`src/rtl/sgm_out_fifo.sv`:
```
// ----------------------------------------------------------------------------
// sgm_out_fifo
// result queue in front of the output channel, power-of-two depth
// ----------------------------------------------------------------------------
module sgm_out_fifo #(
  parameter int DEPTH  = 32,
  parameter int DW     = 12,
  localparam int AW    = $clog2(DEPTH),
  localparam int CNTW  = $clog2(DEPTH + 1)
) (
  input  logic          clk,
  input  logic          rst_n,
  input  logic          wr_en,
  input  logic [DW-1:0] wr_data,
  input  logic          rd_en,
  output logic          rd_valid,
  output logic [DW-1:0] rd_data
);

  logic [DW-1:0]   mem [DEPTH];
  logic [AW-1:0]   wr_ptr_r;
  logic [AW-1:0]   rd_ptr_r;
  logic [CNTW-1:0] cnt_r;
  logic [CNTW-1:0] cnt_nxt;

  always_ff @(posedge clk) begin
    if (wr_en) begin
      mem[wr_ptr_r] <= wr_data;
    end
  end

  always_comb begin
    cnt_nxt = cnt_r + CNTW'(wr_en) - CNTW'(rd_en);
  end

  always_ff @(posedge clk) begin
    if (!rst_n) begin
      wr_ptr_r <= '0;
      rd_ptr_r <= '0;
      cnt_r    <= '0;
    end else begin
      if (wr_en) begin
        wr_ptr_r <= wr_ptr_r + AW'(1);
      end
      if (rd_en) begin
        rd_ptr_r <= rd_ptr_r + AW'(1);
      end
      cnt_r <= cnt_nxt;
    end
  end

  assign rd_valid = cnt_r != '0;
  assign rd_data  = mem[rd_ptr_r];

endmodule

```
`config.mk`:
```
export PLATFORM = sky130hd
export DESIGN_NAME = sgm_out_fifo
export DESIGN_NICKNAME = d
export VERILOG_FILES = /design/src/rtl/sgm_out_fifo.sv
export SDC_FILE = /design/constraint.sdc
export NUM_CORES = 1
export LEC_CHECK = 0
export BUFFER_PORTS_ARGS = -buffer_cell sky130_fd_sc_hd__buf_2
export CELL_PAD_IN_SITES_DETAIL_PLACEMENT = 0
export CELL_PAD_IN_SITES_GLOBAL_PLACEMENT = 1
export CORE_MARGIN = 2
export CORE_UTILIZATION = 30
export DETAILED_ROUTE_END_ITERATION = 10
export PLACE_DENSITY_LB_ADDON = 0.05
export SYNTH_ARGS = -nofsm -noshare
export SYNTH_HDL_FRONTEND = slang
export SYNTH_SLANG_ARGS = --single-unit
```
`constraint.sdc`:
```
create_clock -name clk -period 2.86 [get_ports clk]
set_clock_uncertainty 0.15 [all_clocks]
set_input_delay 0.572 -clock clk [delete_from_list [all_inputs] [get_ports clk]]
set_output_delay 0.572 -clock clk [all_outputs]
set_load 0.03 [all_outputs]
```
Yosys cells after proc, flatten, opt, wreduce, memory -nomap -nowiden
Memory sizes are Yosys's and may differ from the RTL's. A register that Yosys moved wholly into a read port is not among the register bits.
Cells that the tools add are included.
- flip-flop bits (word level): 16
- RAM bits: 384
- input port bits: 16
- output and inout bits: 13
- logic and storage cells: 13
- memories: 1
- memories (memory ; depth ; width ; rd ports ; clocked after Yosys merged registers in ; wr ports ; RTL line ; text):
    mem ; 32 ; 12 ; 1 ; 1 ; 1 ; 20 ; logic [DW-1:0] mem [DEPTH];
- add/subtract/negate cells: 4
- mux-type cells: 4
- reductions and logical operators: 1
- operator list (kind ; count):
    $add A5 B1 Y5 const B ; 2
    $mux W5 ; 2
    $add A6 B1 Y6 ; 1
    $reduce_bool A6 Y1 ; 1
    $sub A6 B1 Y6 ; 1
    $mux W1 ; 2

Depth between registers and ports, before layout
- depth in word-level cells: 3
- depth in mapped cells: 10

Least setup slack after synthesis
No wires, ideal clock.
- path type: reg-to-output
- from: register with a tool-made name
- to: output port rd_data[4]
- data arrival time: 1827 ps
- setup slack: 311 ps
- stages on the path, launching flop included: 6
- buffers on the path: 2
- cells stage by stage: dfxtp_1 > buf_6 > buf_2 > mux4_2 > a221oi_2 > nand3_1
- RTL lines (element ; RTL line ; text):
    end: declaration ; 17 ; output logic [DW-1:0] rd_data

==> results.sh <==
export IMPL_synthTopCellsByCount="edfxtp_1, mux2i_1, nor2_1"
export IMPL_max_stage_delay_ps=550
export IMPL_io_buffers=28
export IMPL_firstDrtPassIters=4
export IMPL_instances_no_fill=1659
export IMPL_grt_usage_pct=15.3
export IMPL_fmax_mhz=305
export IMPL_drc_errors=0
export IMPL_synthTopCellsByArea="edfxtp_1, mux2i_1, mux4_2, dfxtp_1, a22oi_1"
export IMPL_cts_tree="yes"
export IMPL_cts_sinks=405
export IMPL_fin_crit_ps=3280
export IMPL_rows=84
export IMPL_syn_to_final_growth_pct=20.2
export IMPL_syn_num_nets=862
export IMPL_hold_path_depth=2
export IMPL_r2r_slack_ps=720
export IMPL_die_height_um=234
export IMPL_num_vias=7932
export IMPL_drtAntennaViolNets=0
export IMPL_fp_dieW_um=234
export IMPL_crit_type="register to output pin"
export IMPL_synth_ff_type="edfxtp_1"
export IMPL_routed_wl_um=40700
export IMPL_ir_drop_uv=391
export IMPL_maxCapViolCount=0
export IMPL_crit_buf_inv=2
export IMPL_min_period_over_period_pct=115
export IMPL_internal_power_mw=10.2
export IMPL_crit_path_end_kind="output pin"
export IMPL_gp_congestion=0.711
export IMPL_synth_top_cell_area_share_pct=72.7
export IMPL_n_antenna_cell=0
export IMPL_reg2reg_from="cnt_r[0]"
export IMPL_crit_fanout=10
export IMPL_dp_cells=1573
export IMPL_synth_compound_area_share_pct=4.46
export IMPL_start_kind="register"
export IMPL_clock_power_share_pct=41.2
export IMPL_wire_per_inst_um=24.5
export IMPL_leakage_nw=5.99
export IMPL_p_seq_share_pct=50.4
export IMPL_synthMuxAreaShare_pct=13.2
export IMPL_path_clk_slew_ps=60
export IMPL_grt_pass1_vias=8305
export IMPL_crit_path_cell_trace="buf_12 > mux4_1 > a22o_1 > a221oi_4 > nand3_1 > buf_4"
export IMPL_reg2reg_depth=10
export IMPL_final_max_slew_viol_count=0
export IMPL_viasPerCell=4.78
export IMPL_hold_viol=0
export IMPL_synth_xor_area_share_pct=0.497
export IMPL_syn_cell_area_mm2=0.0159
export IMPL_synth_top_family_by_area="multiplexers"
export IMPL_clockBufferDepth=3
export IMPL_post_route_cells_drive_above_1_share_pct=25.3
export IMPL_cts_root_buf="clkbuf_16"
export IMPL_cts_buffers=44
export IMPL_synth_edff_count=384
export IMPL_yosys_register_bits=405
export IMPL_clk_latency_ps=560
export IMPL_hold_buffers=0
export IMPL_ys_async_sr_fraction_pct=0
export IMPL_min_delay_start="rst_n"
export IMPL_start_util_pct=30.2
export IMPL_cts_max_level=2
export IMPL_arrival_ps=2560
export IMPL_pwr_share_comb_pct=8.4
export IMPL_status="finished, violations left"
export IMPL_dp_final_hpwl_um=25300
export IMPL_violations="setup timing"
export IMPL_die_area_mm2=0.0547
export IMPL_rsz0062_at_grt="true"
export IMPL_p_sw_share_pct=22.4
export IMPL_synthAdderAreaFrac_pct=1.15
export IMPL_syn_instance_count=832
export IMPL_pin_count=29
export IMPL_yosysSeqAreaShare_pct=75.3
export IMPL_critPathRequiredTime_ps=2140
export IMPL_r2r_end="cnt_r[4]"
export IMPL_finalWorstSetupSlack_ps=-420
export IMPL_power_density_mw_per_mm2=687
export IMPL_p_total_mw=13.1
export IMPL_setup_violations=12
export IMPL_synth_most_common_cell="edfxtp_1"
export IMPL_final_nets=969
export IMPL_cp_top_family="multiplexers"
export IMPL_grt_max_degree=33
export IMPL_relSlewSlack_pct=46.4
export IMPL_antenna_found_initial=0
export IMPL_switching_power_mw=2.93
export IMPL_drt_initial_drc_count=455
export IMPL_grt_overflow_total=0
export IMPL_core_area_mm2=0.0524
export IMPL_worst_slew_pin_slew_ps=804
export IMPL_ys_types=43
export IMPL_avgSynthCellArea_um2=19.1
export IMPL_setup_tns_final_ps=-4480
export IMPL_synthSimpleGateAreaFrac_pct=3.52
export IMPL_hold_path_class="input port to register"
export IMPL_dp_slack_ps=50.9
export IMPL_yosysTopAreaCell="edfxtp_1"
export IMPL_hold_end="wr_ptr_r[4]"
export IMPL_ys_warn_count=0
export IMPL_cp_slowest_cell="mux4_1"
export IMPL_grt_pass1_wl_um=58700
-- cells by family after synthesis --
kind of cell    after synthesis
compound gates               82
xor+xnor                      9
fa+ha+maj                    14
buf+inv                      57
flops                       405
mux                         146
simple gates                119
-- layer usage --
layer  part of all wire, %  up-vias  GRT usage, %
met3                   3.4       53          2.86
met4                   2.1        0          4.17
li1                      -     3587             -
met1                    46     4161          20.6
met5                     0        -             0
met2                    48      131          25.4
-- sequential cells by signal, summed over array words and instances, names as in the netlist, named ones only --
signal,count
mem,384
cnt_r,6
rd_ptr_r,5
wr_ptr_r,5
-- layout by cell type, fill, tap and decap left out, types with 5 or more instances in the layout --
cell,n
edfxtp_1,384
mux2i_1,98
buf_4,55
nor2_1,49
a22oi_1,48
mux4_2,45
clkbuf_16,45
nand3_1,28
dfxtp_1,19
buf_2,16
buf_6,16
buf_12,16
inv_1,13
ha_1,13
nand2_1,9
nand3_2,9
clkinv_1,9
clkbuf_1,9
a221oi_4,8
clkinv_2,8
a22o_4,7
xor2_1,6
a22o_1,5
nand4_1,5
-- timing repair --
action / 4_1_cts / 5_1_grt
buffers inserted: 7 / 1
pin swaps: 9 / 7
endpoints found under the setup margin: 12 / 12
cloned: 2 / 0
gates resized for setup: 54 / 15
-- metrics by stage --
stage,utilization [%],cell area [um^2],hold WS [ps]
floorplan,-,15900,335
global placement,33.0,17300,406
detailed placement,33.0,17300,414
CTS,36.3,19100,139
global route,36.4,19100,146
finish,36.4,19100,169
-- worst max-delay path by stage --
stage,cells past startpoint,to,slack [ps],startpoint
global placement,6,rd_data[7],60,register
CTS,7,rd_data[2],-510,register
global route,6,rd_data[8],-540,register
detailed placement,6,rd_data[7],50,register
finish,6,rd_data[8],-420,register
floorplan,5,rd_data[4],310,register
-- layout make-up --
class	instances	area [um^2]
multi-input combinational	370	3830
timing repair buffer	105	1020
tap	688	861
fill	4807	33400
inverter	13	48.8
clock buffer	54	1160
sequential	405	12000
clock inverter	24	195
-- power by group through the flow --
stage,clock network [mW],registers (mW),logic (mW)
detailed placement,0,6.73,0.997
floorplan,0,6.71,0.635
global route,5.80,6.61,1.20
global placement,0,6.72,0.971
finish,5.39,6.60,1.10
CTS,5.58,6.60,1.11
Power figures use the tool's default switching activity.
