--- src/rtl/sgm_pkg.sv ---
// ----------------------------------------------------------------------------
// sgm_pkg
// shared types and constants of the sobel gradient magnitude core
// ----------------------------------------------------------------------------
package sgm_pkg;

  localparam int MAG_W      = 11;
  localparam int PIX_IN_W   = 8;
  localparam int FW_W       = 11;
  localparam int FH_W       = 16;
  localparam int RC_W       = FH_W + 1;
  localparam int CFG_DATA_W = 16;
  localparam int CFG_IDX_W  = 1;

  localparam logic [CFG_IDX_W-1:0] REG_FRAME_WIDTH  = 1'b0;
  localparam logic [CFG_IDX_W-1:0] REG_FRAME_HEIGHT = 1'b1;

  localparam logic [FW_W-1:0]  FW_RESET = 11'd640;
  localparam logic [FH_W-1:0]  FH_RESET = 16'd480;
  localparam logic [FH_W-1:0]  FH_MIN   = 16'd3;
  localparam logic [MAG_W-1:0] MAG_MAX  = {MAG_W{1'b1}};

  typedef struct packed {
    logic vld;
    logic last;
  } sgm_tag_t;

endpackage

--- src/rtl/sgm_sqrt.sv ---
// ----------------------------------------------------------------------------
// sgm_sqrt
// pipelined floor square root, one result bit per stage
// ----------------------------------------------------------------------------
module sgm_sqrt import sgm_pkg::*; #(
  parameter int RB = 11
) (
  input  logic              clk,
  input  logic              rst_n,
  input  sgm_tag_t          in_tag,
  input  logic [2*RB-1:0]   in_rad,
  output sgm_tag_t          out_tag,
  output logic [RB-1:0]     out_root
);

  sgm_tag_t          tag_r   [RB];
  logic [2*RB-1:0]   rad_r   [RB];
  logic [RB+1:0]     rem_r   [RB];
  logic [RB-1:0]     root_r  [RB];

  sgm_tag_t          tag_in  [RB];
  logic [2*RB-1:0]   rad_in  [RB];
  logic [RB+1:0]     rem_in  [RB];
  logic [RB-1:0]     root_in [RB];
  logic [RB+1:0]     rem_sh  [RB];
  logic [RB+1:0]     trial   [RB];
  logic [RB+1:0]     rem_nx  [RB];
  logic [RB-1:0]     root_nx [RB];
  logic [2*RB-1:0]   rad_nx  [RB];
  logic              ge      [RB];

  always_comb begin
    for (int k = 0; k < RB; k++) begin
      if (k == 0) begin
        tag_in[k]  = in_tag;
        rad_in[k]  = in_rad;
        rem_in[k]  = '0;
        root_in[k] = '0;
      end else begin
        tag_in[k]  = tag_r[k-1];
        rad_in[k]  = rad_r[k-1];
        rem_in[k]  = rem_r[k-1];
        root_in[k] = root_r[k-1];
      end
      rem_sh[k]  = {rem_in[k][RB-1:0], rad_in[k][2*RB-1 -: 2]};
      trial[k]   = {root_in[k], 2'b01};
      ge[k]      = rem_sh[k] >= trial[k];
      rem_nx[k]  = ge[k] ? (rem_sh[k] - trial[k]) : rem_sh[k];
      root_nx[k] = {root_in[k][RB-2:0], ge[k]};
      rad_nx[k]  = {rad_in[k][2*RB-3:0], 2'b00};
    end
  end

  always_ff @(posedge clk) begin
    for (int k = 0; k < RB; k++) begin
      if (!rst_n) begin
        tag_r[k] <= '0;
      end else begin
        tag_r[k] <= tag_in[k];
      end
    end
  end

  always_ff @(posedge clk) begin
    for (int k = 0; k < RB; k++) begin
      rad_r[k]  <= rad_nx[k];
      rem_r[k]  <= rem_nx[k];
      root_r[k] <= root_nx[k];
    end
  end

  assign out_tag  = tag_r[RB-1];
  assign out_root = root_r[RB-1];

endmodule

--- config.mk ---
export PLATFORM = sky130hd
export DESIGN_NAME = sgm_sqrt
export DESIGN_NICKNAME = d
export VERILOG_FILES = /design/src/rtl/sgm_pkg.sv /design/src/rtl/sgm_sqrt.sv
export SDC_FILE = /design/constraint.sdc
export NUM_CORES = 1
export LEC_CHECK = 0
export BUFFER_PORTS_ARGS = -buffer_cell sky130_fd_sc_hd__buf_4
export CORE_MARGIN = 2
export CORE_UTILIZATION = 55
export DETAILED_ROUTE_END_ITERATION = 8
export PLACE_DENSITY_LB_ADDON = 0.12
export SYNTH_ARGS = -nofsm -noshare
export SYNTH_HDL_FRONTEND = slang
export SYNTH_SLANG_ARGS = --single-unit
--- constraint.sdc ---
create_clock -name clk -period 3 [get_ports clk]
set_clock_uncertainty 0.15 [all_clocks]
set_input_delay 0.9 -clock clk [delete_from_list [all_inputs] [get_ports clk]]
set_output_delay 0.9 -clock clk [all_outputs]
set_load 0.005 [all_outputs]
* After elaboration in Yosys (flattened, before gate mapping) *
Memories as Yosys holds them, arrays and structs flattened.
Cells that the tools add are included.

storage, ports and cells
  word-level logic and storage cells = 61
  memories = 4
  memory bits (writable) = 506
  input port bits = 26
  register bits = 0
  output and inout bits = 13

memories
  memory  words  width  rd ports  clocked after Yosys merged registers in  write ports  RTL line        RTL
  rad_r   11     20     10        0                                        11           sgm_sqrt.sv:17  logic [2*RB-1:0] rad_r [RB];
  rem_r   11     13     10        0                                        11           sgm_sqrt.sv:18  logic [RB+1:0] rem_r [RB];
  root_r  11     11     11        0                                        11           sgm_sqrt.sv:19  logic [RB-1:0] root_r [RB];
  tag_r   11     2      11        0                                        11           sgm_sqrt.sv:16  sgm_tag_t tag_r [RB];

operators by class
  order comparisons = 11
  $add $sub $neg = 11
  bitwise gates (word level) = 11
  muxes and demuxes = 24

operators by type and width
  cell                                                                   count
  13-bit 2-to-1 mux                                                      11
  13-bit >= comparator                                                   10
  13-bit subtractor                                                      10
  2-bit 2-to-1 mux                                                       11
  1-bit bitwise OR                                                       11
  2-bit by 1-bit subtractor with 3-bit output, second input constant     1
  2-bit by 1-bit >= comparator with 1-bit output, second input constant  1
  1-bit 2-to-1 mux                                                       2

* Logic depth before layout (Yosys ltp) *
An unclocked memory read counts as a cell.

  word-level depth = 3
  gate-level depth with buffers = 10
  mapped depth without buffers = 10

* Worst setup path before layout *
OpenSTA, ideal clock, no wires.

  kind = register to register
  start point = memory root_r[1][1]
  end point = memory rem_r[2][8] (netlist bit)
  data arrival time = 2277 ps
  path buffers = 1
  library setup time = 128 ps
  cell stages (with the launch flop) = 10
  period minus slack after synthesis = 2555 ps
  required time = 2722 ps
  setup slack = 445 ps
  cells stage by stage = dfxtp_1 > inv_1 > ha_1 > or4_4 > or3_4 > or3_4 > or2_1 > buf_6 > nand2_1 > o21ai_0

RTL lines
  element          RTL line
  start, declared  sgm_sqrt.sv:19
  end, declared    sgm_sqrt.sv:18

==> impl_metrics.toml <==
[outcome]
status = "complete, no violations"

[sta]
hold_viol = 0
timing.slew.headroom_pct = 45.40
hold_ws_ns = 0.1674
slew_viol_final = 0
period_minus_slack_ns = 2.730
tightest_slew_ns = 0.7984
period_share_pct = 90.99
rsz0062_at_grt = "false"
fmax_ghz = 0.3663
finalSetupViolCount = 0
setup_tns_ns = 0

[grt]
grt.total_usage_pct = 16.42
grt_pass1_vias = 6121
antenna_found_initial = 0
grt_pass1_wl_mm = 27.43
grt_max_degree = 23
grt_overflow_total = 0

[power_and_ir_drop]
powerDensity_nw_per_um2 = 926.8
max-vdd-ir-drop_v = 0.0005922
p_leak_nw = 5.710

[die]
pin_count = 39
core_area_um2 = 18580
die_x_um = 141.2
start_util_pct = 55.70
die_y_um = 141.2
rows = 50
die_area_um2 = 19930

[clock_network]
clkTransAtPathRegs_ns = 0.06
clk_path_buf_depth = 3
h-tree-depth = 1
cts_sinks = 299
clk_latency_ns = 0.56
cts-hold-fix-buffers = 0
postCtsResizedCells = 0
root_buffer = "clkbuf_16"
postCtsSetupBuffers = 0
numCtsBuffers = 29
cts_tree = "yes"

[job]
maxCapViolations = 0

[synth]
synth.most_common_cell = "dfxtp_1"
synthXorXnorAreaFrac_pct = 5.247
synth_edf_count = 0
syn_area_per_cell_um2 = 10.76
syn_inst = 962
synth_seq_area_share_pct = 57.83
synth.distinct_cells = 62
synth.top_cell.area_share_pct = 57.83
synth-seq-cells = 299
synth_top_family_by_area = "simple AND/OR/NAND/NOR gates"
yosys.area.top_type = "dfxtp_1"
synth_compound_area_share_pct = 10.29
synthSimpleGateAreaFrac_pct = 11.73
syn-num-nets = 1063
synth.top_cells.by_count = "dfxtp_1, inv_1, ha_1, nand2_1, nor2_1"
yosys_warnings = 0
synthAdderAreaFrac_pct = 9.067
ys.flop_type = "dfxtp_1"
muxShareOfSynthArea_pct = 1.910
synthArstFlopShare_pct = 0
syn_area_um2 = 10350
synth.area.top_cells = "dfxtp_1, ha_1, inv_1"

[setup_path]
critical_path_class = "reg2reg"
end_kind = "flip-flop"
crit_path_frequent_cell = "or3_4"
cp.arrival_ns = 3.00
required_ns = 3.27
cp_slowest_cell = "or4_4"
max_stage_delay_ns = 0.56
start_kind = "flip-flop"
crit_fanout = 8
cpLargestDelayFamily = "simple AND/OR/NAND/NOR gates"
path_buf_inv = 1
rrSetupSlack_ns = 0.27
cp_cell_sequence = "inv_1 > ha_1 > or4_4 > or3_4 > or3_4 > or2_1 > nand2_1 > o21ai_0"

[detailed_routing]
drt_iter0_markers = 323
post-route-drc-count = 0
dr.pass1.iters = 7
post_drt_wl_per_cell_um = 12.34
drtAntennaViolNets = 0
num_vias = 6376
wl_mm = 15.79
routed_via_density = 4.981

[finish]
syn2layout_area_growth_pct = 15.47
fin_nets = 1124
fin_util_pct = 64.32
fill_cells = 1528
n_antenna_cell = 0
layout-drive-gt1-share_pct = 11.57

[place]
dp_hpwl_mm = 11.28
io_buffers = 38
gp_congestion = 0.8655

[min_path]
hold_path_class = "reg2reg"
layout make-up:
type | count | area, um^2 | share of cell area (%)
clock buffers | 35 | 798.3 | 6.679
clock inverters | 19 | 252.7 | 2.115
inverters | 90 | 337.8 | 2.827
multi-input cells | 560 | 3961 | 33.14
flip-flops and latches | 299 | 5986 | 50.08
well taps | 234 | 292.8 | 2.450
repair buffers | 43 | 322.8 | 2.701
placed cells by master, fill, tap and decap left out, types with 4 or more instances in the layout:
master,n
nand4_1,6
and2_1,28
o31ai_1,6
clkbuf_8,5
o21ai_0,53
inv_1,90
nor4_1,8
nand3_1,12
clkinv_2,7
clkbuf_16,29
a211o_1,4
a21o_1,10
xor2_1,27
nor3_1,20
a21oi_1,34
nand2_1,57
o31a_1,4
a211oi_1,9
a31oi_1,5
xnor2_1,35
nand2b_1,16
o21a_1,11
clkinvlp_4,4
mux2_2,14
bufinv_16,5
dfxtp_1,299
ha_1,75
buf_4,43
nor2b_1,9
nor2_1,56
mux2i_1,4
routing by layer:
layer / global-route usage, % / part of all wire (%)
met2: 26.49 / 43
met3: 3.125 / 3.9
met5: 0 / 0
met4: 5.789 / 3.3
met1: 22.19 / 49
worst reg2reg max path, cell delays in order (launching register included):
cell and delay [ns]:
dfxtp_1 0.32, inv_1 0.04, ha_1 0.21, or4_4 0.56, or3_4 0.38, or3_4 0.37
or2_1 0.33, nand2_1 0.14, o21ai_0 0.09
sequential cells by signal, indices dropped and copies added (netlist names):
name / cells
root_r: 66
rad_r: 110
rem_r: 101
tag_r: 22
per-stage QoR:
| stage | cell area [um^2] | setup WS [ns] | total power [mW] | cells |
|---|---|---|---|---|
| after CTS | 11950 | 0.2589 | 11.19 | 1280 |
| after detailed placement | 10900 | 0.2978 | 7.330 | 1226 |
| final | 11950 | 0.2703 | 11.08 | 1280 |
| after global routing | 11950 | 0.1389 | 11.74 | 1280 |
| after floorplan | 10350 | 0.4446 | 6.797 | 962 |
| after global placement | 10900 | 0.3412 | 7.292 | 1226 |
path summary, 6_finish.rpt:
kind / start / end / depth (start not counted)
max: root_r[1][1] / rem_r[2][8] / 8
min: rad_r[4][16] / rad_r[5][18] / 0
max reg2reg: root_r[1][1] / rem_r[2][8] / 8
min reg2reg: rad_r[4][16] / rad_r[5][18] / 0
report_power, final:
part	internal (mW)	total, mW	leakage, nW	switching, mW
Sequential	4.66	5.04	2.50	0.377
Combinational	1.10	2.21	2.70	1.10
Clock	2.34	3.83	0.511	1.49
Total	8.11	11.1	5.71	2.97
kinds of logic (layout without fill, tap and decap cells):
kind of cell             after synthesis  in the layout
XOR/XNOR                              62             62
adder cells (fa/ha/maj)               75             75
AO/OA/AOI/OAI                        166            166
flip-flops                           299            299
AND/OR/NAND/NOR                      238            238
buffers and inverters                103            187
multiplexers                          18             18
other                                  1              1
Power figures use the tool's default switching activity.
